**config.mk**
```make
export PLATFORM = sky130hd
export DESIGN_NAME = sdf_ctrl
export DESIGN_NICKNAME = d
export VERILOG_FILES = /design/src/rtl/sdf_pkg.sv /design/src/rtl/sdf_ctrl.sv
export SDC_FILE = /design/constraint.sdc
export NUM_CORES = 1
export LEC_CHECK = 0
export CAP_MARGIN = 5
export CORE_AREA = 2 2 39 41
export DETAILED_ROUTE_END_ITERATION = 8
export DIE_AREA = 0 0 41 43
export DONT_BUFFER_PORTS = 1
export GPL_TIMING_DRIVEN = 0
export PLACE_DENSITY_LB_ADDON = 0.05
export SETUP_SLACK_MARGIN = 0.5
export SLEW_MARGIN = 30
export SYNTH_ARGS = -nofsm -noshare
export SYNTH_HDL_FRONTEND = slang
export SYNTH_SLANG_ARGS = --single-unit
```
**constraint.sdc**
```tcl
create_clock -name clk -period 3.75 [get_ports clk]
set_input_delay 0.375 -clock clk [delete_from_list [all_inputs] [get_ports clk]]
set_output_delay 0.375 -clock clk [all_outputs]
set_load 0.02 [all_outputs]
```
**src/rtl/sdf_pkg.sv**
```systemverilog
// ----------------------------------------------------------------------------
// sdf_pkg
// Shared types and constants for the signed distance field engine.
// ----------------------------------------------------------------------------
`default_nettype none

package sdf_pkg;

	// Default bitmap limits
	localparam int DEF_MAX_WIDTH  = 1024;
	localparam int DEF_MAX_HEIGHT = 1024;

	// Register indexes
	localparam logic [1:0] REG_WIDTH  = 2'd0;
	localparam logic [1:0] REG_HEIGHT = 2'd1;
	localparam logic [1:0] REG_SPREAD = 2'd2;

	// Register reset values
	localparam logic [10:0] RST_WIDTH  = 11'd1024;
	localparam logic [10:0] RST_HEIGHT = 11'd1024;
	localparam logic [7:0]  RST_SPREAD = 8'd64;
	localparam logic [7:0]  MIN_SPREAD = 8'd16;

	// Item actions
	localparam logic ACT_LOAD  = 1'b0;
	localparam logic ACT_QUERY = 1'b1;

	// Square root and divider step counts
	localparam int ROOT_STEPS = 13;
	localparam int DIV_STEPS  = 8;

	typedef enum logic [2:0] {
		ST_IDLE,
		ST_BASE_RD,
		ST_BASE_CAP,
		ST_SCAN,
		ST_DRAIN,
		ST_ROOT,
		ST_CLAMP,
		ST_DIVIDE
	} state_t;

	// Commands from controller to datapath
	typedef struct packed {
		logic take;
		logic base_rd;
		logic base_cap;
		logic scan;
		logic root;
		logic clamp;
		logic divide;
	} cmd_t;

	// Status from datapath to controller
	typedef struct packed {
		logic bad;
		logic scan_last;
		logic root_last;
		logic div_last;
	} sts_t;

endpackage

`default_nettype wire

```
**src/rtl/sdf_ctrl.sv**
```systemverilog
// ----------------------------------------------------------------------------
// sdf_ctrl
// Sequencer for loads and queries: base read, window scan, root, divide.
// ----------------------------------------------------------------------------
`default_nettype none

module sdf_ctrl (
	input  wire logic           clk,
	input  wire logic           arst_n,
	input  wire logic           start,
	input  wire logic           action,
	input  sdf_pkg::sts_t       sts,
	output sdf_pkg::cmd_t       cmd,
	output logic                busy,
	output logic                done
);

	sdf_pkg::state_t state_q, state_d;
	logic            done_q, done_d;
	logic            take;

	assign take = start && !busy;
	assign busy = (state_q != sdf_pkg::ST_IDLE) || done_q;
	assign done = done_q;

	// State register
	always_ff @(posedge clk or negedge arst_n) begin
		if (!arst_n) begin
			state_q <= sdf_pkg::ST_IDLE;
			done_q  <= 1'b0;
		end else begin
			state_q <= state_d;
			done_q  <= done_d;
		end
	end

	// Next state
	always_comb begin
		state_d = state_q;
		done_d  = 1'b0;
		unique case (state_q)
			sdf_pkg::ST_IDLE: begin
				if (take && action == sdf_pkg::ACT_QUERY) begin
					if (sts.bad) done_d = 1'b1;
					else state_d = sdf_pkg::ST_BASE_RD;
				end
			end
			sdf_pkg::ST_BASE_RD:  state_d = sdf_pkg::ST_BASE_CAP;
			sdf_pkg::ST_BASE_CAP: state_d = sdf_pkg::ST_SCAN;
			sdf_pkg::ST_SCAN: begin
				if (sts.scan_last) state_d = sdf_pkg::ST_DRAIN;
			end
			sdf_pkg::ST_DRAIN: state_d = sdf_pkg::ST_ROOT;
			sdf_pkg::ST_ROOT: begin
				if (sts.root_last) state_d = sdf_pkg::ST_CLAMP;
			end
			sdf_pkg::ST_CLAMP: state_d = sdf_pkg::ST_DIVIDE;
			sdf_pkg::ST_DIVIDE: begin
				if (sts.div_last) begin
					state_d = sdf_pkg::ST_IDLE;
					done_d  = 1'b1;
				end
			end
			default: state_d = sdf_pkg::ST_IDLE;
		endcase
	end

	// Commands
	always_comb begin
		cmd          = '0;
		cmd.take     = take;
		cmd.base_rd  = (state_q == sdf_pkg::ST_BASE_RD);
		cmd.base_cap = (state_q == sdf_pkg::ST_BASE_CAP);
		cmd.scan     = (state_q == sdf_pkg::ST_SCAN);
		cmd.root     = (state_q == sdf_pkg::ST_ROOT);
		cmd.clamp    = (state_q == sdf_pkg::ST_CLAMP);
		cmd.divide   = (state_q == sdf_pkg::ST_DIVIDE);
	end

	// A result strobe lasts one cycle
	a_done_once: assert property (@(posedge clk) disable iff (!arst_n)
		done |=> !done)
		else $error("result strobe held");

	// A load never leaves the idle state
	a_load_idle: assert property (@(posedge clk) disable iff (!arst_n)
		(take && action == sdf_pkg::ACT_LOAD) |=> state_q == sdf_pkg::ST_IDLE)
		else $error("load started a sequence");

	// The scan keeps going until the last window pixel
	a_scan_hold: assert property (@(posedge clk) disable iff (!arst_n)
		(state_q == sdf_pkg::ST_SCAN && !sts.scan_last) |=> state_q == sdf_pkg::ST_SCAN)
		else $error("scan left early");

endmodule

`default_nettype wire

```
### Word level (Yosys, flattened, before mapping)

Index checks and enable logic that the tools add are counted.

| cells by class | value |
|---|---|
| reductions and logical operators | 7 |
| equality and inequality tests | 12 |
| multiplexer cells | 10 |

Operators by type and width:

| cell | number |
|---|---|
| 3-bit one-hot mux with 8 select lines | 1 |
| 3-bit 2-to-1 mux | 5 |
| 3-bit equality test (second input constant) | 4 |
| 2-bit inequality test (second input constant) | 5 |
| 3-bit by 2-bit equality test with 1-bit output (second input constant) | 2 |
| 5-bit AND reduction | 1 |
| 3-bit by 1-bit equality test with 1-bit output (second input constant) | 1 |
| 3-bit zero test | 1 |
| 1-bit 2-to-1 mux | 3 |
| 3-bit nonzero test | 1 |
| 1-bit logical AND | 2 |
| 1-bit one-hot mux with 2 select lines | 1 |
| 1-bit zero test | 1 |
| 1-bit logical OR | 1 |

| word-level totals | value |
|---|---|
| register bits after elaboration | 4 |
| output and inout bits | 9 |

### Depth between registers and ports, before layout

Gate-level depths: netlist of the first run.

| depth | value |
|---|---|
| word-level depth | 7 |
| gate-level depth with buffers | 6 |
| mapped depth without buffers | 6 |

### Worst setup path after synthesis of the first run

No wires, ideal clock.

| timing path | value |
|---|---|
| path kind | reg2out |
| start | register state_q[0] |
| end | output port cmd[6] (netlist name) |
| stages on the path, launching flop included | 6 |
| buffers on the path | 1 |
| setup slack | 2.152 ns |
| data required time | 3.375 ns |
| arrival time | 1.223 ns |
| cell sequence | dfrtp_1 > inv_1 > ha_1 > nand3_1 > nor2_1 > buf_4 |

| between the ends | value |
|---|---|
| longest elaborated chain between the ends | 4 |

RTL lines:

| item | RTL line | source |
|---|---|---|
| start, declared | sdf_ctrl.sv:18 | `sdf_pkg::state_t state_q, state_d;` |
| start signal, assigned | sdf_ctrl.sv:29 | `state_q <= sdf_pkg::ST_IDLE;` |
| start signal, assigned | sdf_ctrl.sv:32 | `state_q <= state_d;` |
| 3-bit nonzero test | sdf_ctrl.sv:23 | `assign busy = (state_q != sdf_pkg::ST_IDLE) \|\| done_q;` |
| 1-bit logical OR | sdf_ctrl.sv:23 |  |
| named net busy | sdf_ctrl.sv:14 | `output logic busy,` |
| 1-bit zero test | sdf_ctrl.sv:22 | `assign take = start && !busy;` |
| 1-bit logical AND | sdf_ctrl.sv:22 |  |
| end, declared | sdf_ctrl.sv:13 | `output sdf_pkg::cmd_t cmd,` |

The timed path passes the listed nets, and every way through them passes these cells.

### Worst setup path after layout of the first run

Same ends and word-level chain as after synthesis.

==> results by group, run 1 <==
Outcome
  • Status: finished clean

Job
  • Max_cap viols: 0

Power
  • Worst VDD drop: 262 uV
  • Pwr dens: 931 nW/um^2
  • Leakage: 0.181 nW

Setup path
  • Arrival time worst endpoint: 1.59 ns
  • Critical path launch point: state_q[0]
  • Endpoint class of the critical path: primary output
  • RR Endpoint: state_q[0]
  • Crit Path Class: reg -> out
  • R2R cell count: 5
  • Max stage delay on crit path: 0.40 ns
  • Crit-path max FO: 5
  • Worst EP required: 3.38 ns
  • Highest-delay cell along the critical path: dfrtp_1
  • Reg2reg start: state_q[0]
  • CP Launch Type: register
  • Register-to-register setup slack: 2.18 ns
  • CP cell instances: inv_1 > ha_1 > nand3_1 > nor2_1 > buf_4

Finish
  • Commonest non-fill, non-tap cell in the layout: inv_1
  • Nets: 56
  • Antenna cells: 0
  • Most frequent cells in the layout: inv_1 (7), nor2_1 (5), ha_1 (4), dfrtp_1 (4), clkbuf_4 (3)
  • Layout Area Growth over Synthesis: 15.2%
  • Share of cells above drive strength 1: 26.2%
  • # fillers: 150
  • Finished Layout Cells: 58

Hold path
  • Hold Path Stages: 1
  • Min-Delay Path Class: in -> reg
  • Hold wc startpoint: sts[0]
  • WHS Endpoint: done

Timing
  • Final Hold Vio Count: 0
  • Max Clock Skew: 0.00502 ns
  • Period utilisation layout: 52.4%
  • RSZ-0062 raised after global routing: no
  • Endpoints failing setup: 0
  • Setup TNS: 0 ns
  • Fin. max-slew vios: 0
  • Fmax achieved: 509 MHz
  • Crit path time final: 1.97 ns
  • Max_slew headroom: 70.8%
  • Slew @ Worst Pin: 0.436 ns

Synth
  • Synthesized area per cell: 9.09 um^2
  • Seq/Total Area, Yosys: 29.0%
  • Syn Inst Count: 38
  • Area leader, netlist: dfrtp_1
  • Area contributors post-synth: dfrtp_1 (29%), ha_1 (14%), inv_1 (7.6%)
  • YS warnings: 0
  • Syn nets: 50
  • Post-Syn Area: 345 um^2
  • Synth unique cells: 21
  • Share of the synthesized area in the top cell type: 29.0%
  • Number of synthesized register bits: 4

Floorplan
  • DIE AREA: 1760 um^2
  • Core area: 1380 um^2
  • Io pins: 17
  • Rows: 14
  • Chip height: 43 um
  • Initial Utilization: 25.0%
  • Die X-Extent: 41 um

Global routing
  • Initial antenna violation count: 0
  • Largest net degree at the start of global routing: 9
  • Overflow after GRT: 0
  • Vias in the first global route: 263
  • First-pass GRT wire length: 1100 um
  • Global Route Usage Sum: 9.49%

Placement
  • Port bufs: 0
  • Detailed Place HPWL: 604 um
  • GPL Wtd Cong: 0.645
  • Placed insts: 54

Clock tree
  • Clock tree buffer depth: 2
  • CTS clk-pin slew, worst paths: 0.04 ns
  • CTS tree: done
  • Htree depth: 1
  • Num CTS Buffers: 3
  • Root buf cell: clkbuf_4
  • Worst-skew pair later-pin latency: 0.23 ns
  • Total clock sinks: 4

Route
  • Post-route ant nets: 0
  • Pre-antenna DRT Iters: 2
  • Vias: 277
  • Via/cell ratio: 4.78
  • # DRC: 0
  • Drt total wl: 717 um
  • Avg WL per Cell: 12.4 um
  • DR iter-0 viols: 1
[how the worst max path moves through the flow]
stage	cells past startpoint	slack [ns]	end
2_1_floorplan	5	2.15	cmd[6]
3_3_place_gp	5	2.03	cmd[6]
3_5_place_dp	5	2.01	cmd[6]
4_1_cts	5	1.75	cmd[6]
5_1_grt	5	1.68	cmd[6]
6_report	5	1.78	cmd[6]
[Yosys cell counts]
library cell	n
nand2_1	1
o21ai_0	1
o221ai_2	1
a21oi_2	1
a32o_1	1
a21oi_1	1
buf_4	1
dfrtp_1	4
o2bb2ai_1	1
o211ai_2	1
and2_2	1
inv_1	7
nor3_1	1
inv_2	1
and2b_2	1
ha_1	4
nand3_1	1
o22ai_1	1
mux2_1	2
nor2_1	5
a311oi_2	1
[metrics by stage]
stage | instance area, um^2 | hold slack (ns) | total power, mW | setup slack [ns] | util (%)
after global placement | 365 | 0.0795 | 0.320 | 2.03 | 26.4
after global routing | 398 | 0.293 | 0.410 | 1.68 | 28.8
final | 398 | 0.292 | 0.371 | 1.78 | 28.8
after detailed placement | 365 | 0.0795 | 0.322 | 2.01 | 26.4
after floorplan | 345 | 0.0794 | 0.283 | 2.15 | -
after CTS | 398 | 0.284 | 0.380 | 1.75 | 28.8
[final cells by class]
type / instances / area, um^2 / area share [%]
Inverter: 8 / 30.0 / 7.55
Sequential cell: 4 / 100 / 25.2
Buffer: 1 / 7.51 / 1.89
Clock buffer: 3 / 22.5 / 5.66
Tap cell: 16 / 20.0 / 5.03
Timing Repair Buffer: 1 / 10.0 / 2.52
Multi-Input combinational cell: 25 / 208 / 52.2
[worst max-delay path, delay by kind of cell, from the launching register on]
kind,cells,cell delay (ns)
AND/OR/NAND/NOR,2,0.46
adder cells (fa/ha/maj),1,0.25
flip-flops,1,0.40
buffers and inverters,2,0.26
[sequential cells by signal, indices dropped and copies added, names as in the netlist]
signal / count
state_q: 3
done: 1
[report_power, final]
group	switching, mW	internal [mW]
logic	0.144	0.0835
clock network	0.0163	0.0357
registers	0.0275	0.0635
[cells by family (layout without fill, tap and decap cells)]
| group | Yosys count | in the layout | synth area share, % |
|---|---|---|---|
| and+or+nand+nor | 10 | 10 | 14.1 |
| muxes | 2 | 2 | 6.52 |
| adders and majority gates | 4 | 4 | 14.5 |
| AOI/OAI and AO/OA | 9 | 9 | 25.0 |
| DFF | 4 | 4 | 29.0 |
| buffers and inverters | 9 | 13 | 10.9 |
[repair_timing]
action / 4_1_cts / 5_1_grt
setup buffers: 0 / 0
resized for setup: 0 / 0
hold buffers: 1 / 0
endpoints found under the hold margin: 4 / 0
[metal layers]
metal  up-vias  share of wire (%)  wire length [um]  GRT usage (%)
met1       128                 42               298           11.4
met5         -                  0                 0              0
met3         0                 10                72           3.66
li1        141                  -                 -              -
met2         8                 48               347           13.4
met4         0                  0                 0           6.00
No activity file was read; power rests on OpenSTA's default activity.
==> run 2: changes to the inputs <==
==> constraint.sdc (replaced) <==
create_clock -name clk -period 1.8 [get_ports clk]
set_input_delay 0.18 -clock clk [delete_from_list [all_inputs] [get_ports clk]]
set_output_delay 0.18 -clock clk [all_outputs]
set_load 0.02 [all_outputs]
==> run 2 against run 1 <==
  * Clock skew decreased by 0.0026 ns
  * Clock-buffer cell count unchanged
  * Hold slack lost 0.19 ns
  * Critical endpoint is now state_q[1]
==> results by group, run 2 (synthesis gave the netlist of run 1 again) <==
Setup path
  • Register-to-register setup slack: 0.31 ns (was 2.18 ns)
  • Crit-path max FO: 5 (unchanged)
  • CP Launch Type: register (unchanged)
  • RR Endpoint: state_q[1] (was state_q[0])
  • Reg2reg start: state_q[0] (unchanged)
  • Highest-delay cell along the critical path: dfrtp_1 (unchanged)
  • Worst path top cell family by delay: flip-flops (was simple AND/OR/NAND/NOR gates)
  • Critical path launch point: state_q[0] (unchanged)
  • Max stage delay on crit path: 0.40 ns (about the same)
  • Arrival time worst endpoint: 1.60 ns (was 1.59 ns)
  • R2R cell count: 6 (was 5)
  • CP Capture Point: state_q[1] (was cmd[6])
  • CP cell instances: inv_2 > ha_4 > nand2_1 > o211ai_2 > a21oi_2 > mux2_1 (was inv_1 > ha_1 > nand3_1 > nor2_1 > buf_4)
  • Cell depth of the worst setup path: 6 (was 5)
  • Worst EP required: 1.91 ns (was 3.38 ns)
  • CP Buf/Inv Count: 1 (was 2)
  • Endpoint class of the critical path: register (was primary output)
  • Crit Path Class: reg -> reg (was reg -> out)

Timing
  • Final Hold Vio Count: 0 (unchanged)
  • Fin. max-slew vios: 0 (unchanged)
  • Max_slew headroom: 71.0% (was 70.8%)
  • Max Clock Skew: 0.00244 ns (was 0.00502 ns)
  • Fin Hold WS: 0.0982 ns (was 0.292 ns)
  • Setup TNS: 0 ns (unchanged)
  • Endpoints failing setup: 0 (unchanged)
  • Fmax achieved: 670 MHz
  • RSZ-0062 raised after global routing: yes (was no)
  • Slew @ Worst Pin: 0.433 ns (was 0.436 ns)
  • Setup ws final: 0.308 ns (was 1.78 ns)
  • Period utilisation layout: 82.9%
  • Crit path time final: 1.49 ns

Finish
  • Share of cells above drive strength 1: 59.1% (was 26.2%)
  • Multi-input gate area: 253 um^2 (was 208 um^2)
  • Antenna cells: 0 (unchanged)
  • # fillers: 149 (was 150)
  • Nets: 58 (was 56)
  • Final Util: 33.3% (was 28.8%)
  • Reg area: 100 um^2 (unchanged)
  • Layout Area Growth over Synthesis: 33.3% (was 15.2%)
  • Finished Cell Area: 460 um^2 (was 398 um^2)
  • Most frequent cells in the layout: inv_2 (5), dfrtp_1 (4), ha_2 (3), buf_4 (3), clkbuf_4 (3) (was inv_1 (7), nor2_1 (5), ha_1 (4), dfrtp_1 (4), clkbuf_4 (3))
  • Largest register FFs: 3 (unchanged)
  • Commonest non-fill, non-tap cell in the layout: inv_2 (was inv_1)
  • Top reg by flops: state_q (unchanged)
  • Finished Layout Cells: 60 (was 58)

Route
  • Post-route ant nets: 0 (unchanged)
  • Vias: 294 (was 277)
  • Via/cell ratio: 4.90 (was 4.78)
  • Drt total wl: 745 um (was 717 um)
  • Pre-antenna DRT Iters: 2 (unchanged)
  • DR iter-0 viols: 1 (unchanged)
  • Avg WL per Cell: 12.4 um (about the same)
  • # DRC: 0 (unchanged)

Global routing
  • Vias in the first global route: 278 (was 263)
  • Global Route Usage Sum: 9.79% (was 9.49%)
  • Initial antenna violation count: 0 (unchanged)
  • Largest net degree at the start of global routing: 9 (unchanged)
  • First-pass GRT wire length: 1120 um (was 1100 um)
  • Overflow after GRT: 0 (unchanged)

Placement
  • GPL Wtd Cong: 0.646 (was 0.645)
  • Detailed Place HPWL: 599 um (was 604 um)
  • Placed insts: 54 (unchanged)
  • Pre-CTS setup slack: 0.261 ns (was 2.01 ns)
  • Port bufs: 0 (unchanged)
  • Dpl cell area: 368 um^2 (was 365 um^2)

Power
  • Sequential share of power: 22.2% (was 24.5%)
  • Pwr dens: 1940 nW/um^2 (was 931 nW/um^2)
  • Clock power frac: 12.0% (was 14.0%)
  • Sw Ratio: 50.0% (was 50.7%)
  • Leakage: 0.185 nW (was 0.181 nW)
  • Worst VDD drop: 675 uV (was 262 uV)
  • Logic pwr share: 65.8% (was 61.4%)
  • Power Internal: 446 uW (was 183 uW)
  • NetSw: 447 uW (was 188 uW)
  • Total power: 893 uW (was 371 uW)

Clock tree
  • CTS clk-pin slew, worst paths: 0.04 ns (about the same)
  • CTS tree: done (unchanged)
  • Clock tree buffer depth: 2 (unchanged)
  • Num CTS Buffers: 3 (unchanged)
  • Htree depth: 1 (unchanged)
  • Root buf cell: clkbuf_4 (unchanged)
  • Total clock sinks: 4 (unchanged)
  • Worst-skew pair later-pin latency: 0.23 ns (about the same)

Floorplan
  • Initial Utilization: 25.0% (unchanged)
  • Chip height: 43 um (unchanged)
  • Rows: 14 (unchanged)
  • Core area: 1380 um^2 (unchanged)
  • Die X-Extent: 41 um (unchanged)
  • DIE AREA: 1760 um^2 (unchanged)
  • Io pins: 17 (unchanged)

Job
  • Max_cap viols: 0 (unchanged)

Hold path
  • Min-Delay Path Class: in -> reg (unchanged)

Outcome
  • Status: finished clean (unchanged)
[run 2: how the worst min path moves through the flow]
stage	cells past startpoint	endpoint	from	slack (ns)
after global routing	1	done	sts[0]	0.09
after global placement	0	state_q[2]	arst_n	-0.12
after detailed placement	0	done	arst_n	-0.12
after CTS	1	done	sts[0]	0.09
final	1	done	sts[0]	0.1
after floorplan	0	done	arst_n	-0.12
[run 2: repair_timing]
item	4_1_cts	5_1_grt
buffers inserted	2	0
endpoints found under the hold margin	4	0
hold buffers	1	0
gates resized for setup	11	3
setup endpoints to repair	12	11
pin swaps	1	0
[run 2: layout make-up]
| class | count | share of cell area (%) |
|---|---|---|
| multi-input combinational | 25 | 54.9 |
| sequential | 4 | 21.7 |
| inverter | 8 | 7.07 |
| timing repair buffer | 3 | 5.43 |
| clock buffer | 3 | 4.89 |
| tap | 16 | 4.35 |
| buffer | 1 | 1.63 |
[run 2: per-layer routing]
| metal | vias to the layer above | part of all wire [%] | GRT usage (%) |
|---|---|---|---|
| li1 | 145 | - | - |
| met4 | 0 | 0 | 8.00 |
| met2 | 10 | 56 | 15.6 |
| met1 | 139 | 35 | 10.1 |
| met3 | 0 | 8.9 | 2.09 |
| met5 | - | 0 | 0 |
[run 2: power groups by stage]
| stage | Clock, mW | Sequential, mW | Combinational (mW) |
|---|---|---|---|
| floorplan | 0 | 0.178 | 0.423 |
| global placement | 0 | 0.189 | 0.488 |
| detailed placement | 0 | 0.191 | 0.489 |
| CTS | 0.115 | 0.195 | 0.583 |
| global route | 0.128 | 0.206 | 0.648 |
| finish | 0.107 | 0.198 | 0.588 |
==> run 3: changes to the inputs <==
==> constraint.sdc (replaced) <==
create_clock -name clk -period 1.35 [get_ports clk]
set_input_delay 0.135 -clock clk [delete_from_list [all_inputs] [get_ports clk]]
set_output_delay 0.135 -clock clk [all_outputs]
set_load 0.02 [all_outputs]
==> run 3 against run 2 <==
  * Largest power group unchanged
  * Flip-flop and latch count did not move
  * The run now ends with negative setup slack left
  * Clock-buffer cell count is the same
  * First-iteration DRC count unchanged
  * Combinational power is 80% higher
==> results by group, run 3 (synthesis gave the netlist of run 1 again) <==
Outcome
  • Status: complete, but fails checks (was finished clean)
  • Violated checks: negative setup slack

Finish
  • Final Util: 38.7% (was 33.3%)
  • Commonest non-fill, non-tap cell in the layout: buf_4 (was inv_2)
  • # fillers: 147 (was 149)
  • Top reg by flops: state_q (unchanged)
  • Finished Cell Area: 536 um^2 (was 460 um^2)
  • Share of cells above drive strength 1: 76.6% (was 59.1%)
  • Largest register FFs: 3 (unchanged)
  • Nets: 61 (was 58)
  • Finished Layout Cells: 63 (was 60)
  • Layout Area Growth over Synthesis: 55.1% (was 33.3%)
  • Most frequent cells in the layout: buf_4 (5), nor2_4 (4), inv_2 (4) (was inv_2 (5), dfrtp_1 (4), ha_2 (3), buf_4 (3), clkbuf_4 (3))
  • Reg area: 101 um^2 (was 100 um^2)
  • Antenna cells: 0 (unchanged)
  • Multi-input gate area: 298 um^2 (was 253 um^2)

Timing
  • Max_slew headroom: 82.5% (was 71.0%)
  • Period utilisation layout: 110% (was 82.9%)
  • Slew @ Worst Pin: 0.262 ns (was 0.433 ns)
  • Endpoints failing setup: 7 (was 0)
  • Max Clock Skew: 0.00224 ns (was 0.00244 ns)
  • Fin. max-slew vios: 0 (unchanged)
  • Crit path time final: 1.48 ns (was 1.49 ns)
  • Setup TNS: -0.432 ns (was 0 ns)
  • RSZ-0062 raised after global routing: yes (unchanged)
  • Setup ws final: -0.130 ns (was 0.308 ns)
  • Fmax achieved: 676 MHz (was 670 MHz)
  • Final Hold Vio Count: 0 (unchanged)

Clock tree
  • Root buf cell: clkbuf_4 (unchanged)
  • CTS tree: done (unchanged)
  • Total clock sinks: 4 (unchanged)
  • Clock tree buffer depth: 2 (unchanged)
  • Htree depth: 1 (unchanged)
  • CTS clk-pin slew, worst paths: 0.04 ns (about the same)
  • Worst-skew pair later-pin latency: 0.23 ns (about the same)
  • Num CTS Buffers: 3 (unchanged)

Global routing
  • Largest net degree at the start of global routing: 9 (unchanged)
  • Global Route Usage Sum: 10.7% (was 9.79%)
  • Overflow after GRT: 0 (unchanged)
  • Vias in the first global route: 299 (was 278)
  • First-pass GRT wire length: 1210 um (was 1120 um)
  • Initial antenna violation count: 0 (unchanged)

Route
  • Vias: 286 (was 294)
  • Post-route ant nets: 0 (unchanged)
  • # DRC: 0 (unchanged)
  • Via/cell ratio: 4.54 (was 4.90)
  • Drt total wl: 764 um (was 745 um)
  • DR iter-0 viols: 1 (unchanged)
  • Pre-antenna DRT Iters: 2 (unchanged)
  • Avg WL per Cell: 12.1 um (was 12.4 um)

Placement
  • Port bufs: 0 (unchanged)
  • Dpl cell area: 415 um^2 (was 368 um^2)
  • Placed insts: 54 (unchanged)
  • GPL Wtd Cong: 0.672 (was 0.646)
  • Detailed Place HPWL: 630 um (was 599 um)

Hold path
  • Min-Delay Path Class: in -> reg (unchanged)

Floorplan
  • Initial Utilization: 25.0% (unchanged)
  • Die X-Extent: 41 um (unchanged)
  • Io pins: 17 (unchanged)
  • Core area: 1380 um^2 (unchanged)
  • DIE AREA: 1760 um^2 (unchanged)
  • Chip height: 43 um (unchanged)
  • Rows: 14 (unchanged)

Setup path
  • Endpoint class of the critical path: register (unchanged)
  • Worst EP required: 1.46 ns (was 1.91 ns)
  • Crit Path Class: reg -> reg (unchanged)
  • Register-to-register setup slack: -0.13 ns (was 0.31 ns)
  • Crit-path max FO: 4 (was 5)
  • CP Launch Type: register (unchanged)
  • Arrival time worst endpoint: 1.59 ns (was 1.60 ns)

Power
  • Pwr dens: 2770 nW/um^2 (was 1940 nW/um^2)
  • Worst VDD drop: 1170 uV (was 675 uV)
  • Leakage: 0.212 nW (was 0.185 nW)

Job
  • Max_cap viols: 0 (unchanged)
-- run 3: cell count changes in the layout (fill, tap and decap cells not counted), moves of 2 or more --
cell	change
nor2_1	-2
mux2_4	+2
nor2_4	+3
mux2_1	-2
buf_4	+2
-- run 3: path summary, 6_finish.rpt --
| kind | endpoint | start | cells after the start |
|---|---|---|---|
| setup / recovery | state_q[1] | state_q[1] | 5 |
| hold / removal | done | sts[0] | 1 |
| setup reg to reg | state_q[1] | state_q[1] | 5 |
| hold reg to reg | state_q[1] | state_q[1] | 1 |
| max in group asynchronous | state_q[2] | arst_n | 1 |
| min in group asynchronous | done | arst_n | 1 |
-- run 3: metrics by stage --
step / setup slack [ns] / total power [mW] / hold WS (ns)
after CTS: -0.127 / 1.40 / 0.0490
after floorplan: -0.0612 / 0.934 / -0.161
after global routing: -0.196 / 1.60 / 0.0512
final: -0.130 / 1.48 / 0.0532
after global placement: -0.162 / 1.05 / -0.161
after detailed placement: -0.154 / 1.06 / -0.161
-- run 3: cell type report --
| cell class | instances | share of cell area [%] |
|---|---|---|
| tap | 16 | 3.74 |
| sequential | 4 | 18.9 |
| buffer | 1 | 2.10 |
| timing repair buffer | 6 | 8.88 |
| inverter | 8 | 6.54 |
| clock buffer | 3 | 4.21 |
| multi-input combinational | 25 | 55.6 |
-- run 3: critical path: stages, from the launching register on --
cell      delay [ns]
dfrtp_1         0.41
ha_2            0.23
inv_4           0.08
o211ai_2        0.11
a21oi_2         0.21
mux2_4          0.32
-- run 3: metal layers --
metal  vias up  global-route usage, %  part of all wire [%]  routed length (um)
met5         -                      0                     0                   0
met3         0                   3.66                   7.9                  60
met1       131                   11.1                    38                 287
met2         7                   16.6                    54                 416
li1        148                      -                     -                   -
met4         0                   8.00                     0                   0
-- run 3: power by group --
part | switching [mW] | leakage (nW) | internal (mW)
registers | 0.103 | 0.0478 | 0.179
clock network | 0.0428 | 0.0138 | 0.0990
logic | 0.559 | 0.151 | 0.501
total | 0.705 | 0.212 | 0.779
-- run 3: timing repair --
action | CTS | global route
resized for setup | 6 | 8
hold buffers | 1 | 0
endpoints found under the setup margin | 12 | 12
hold endpoints to repair | 4 | 0
pin swaps | 4 | 0
setup buffers | 4 | 1
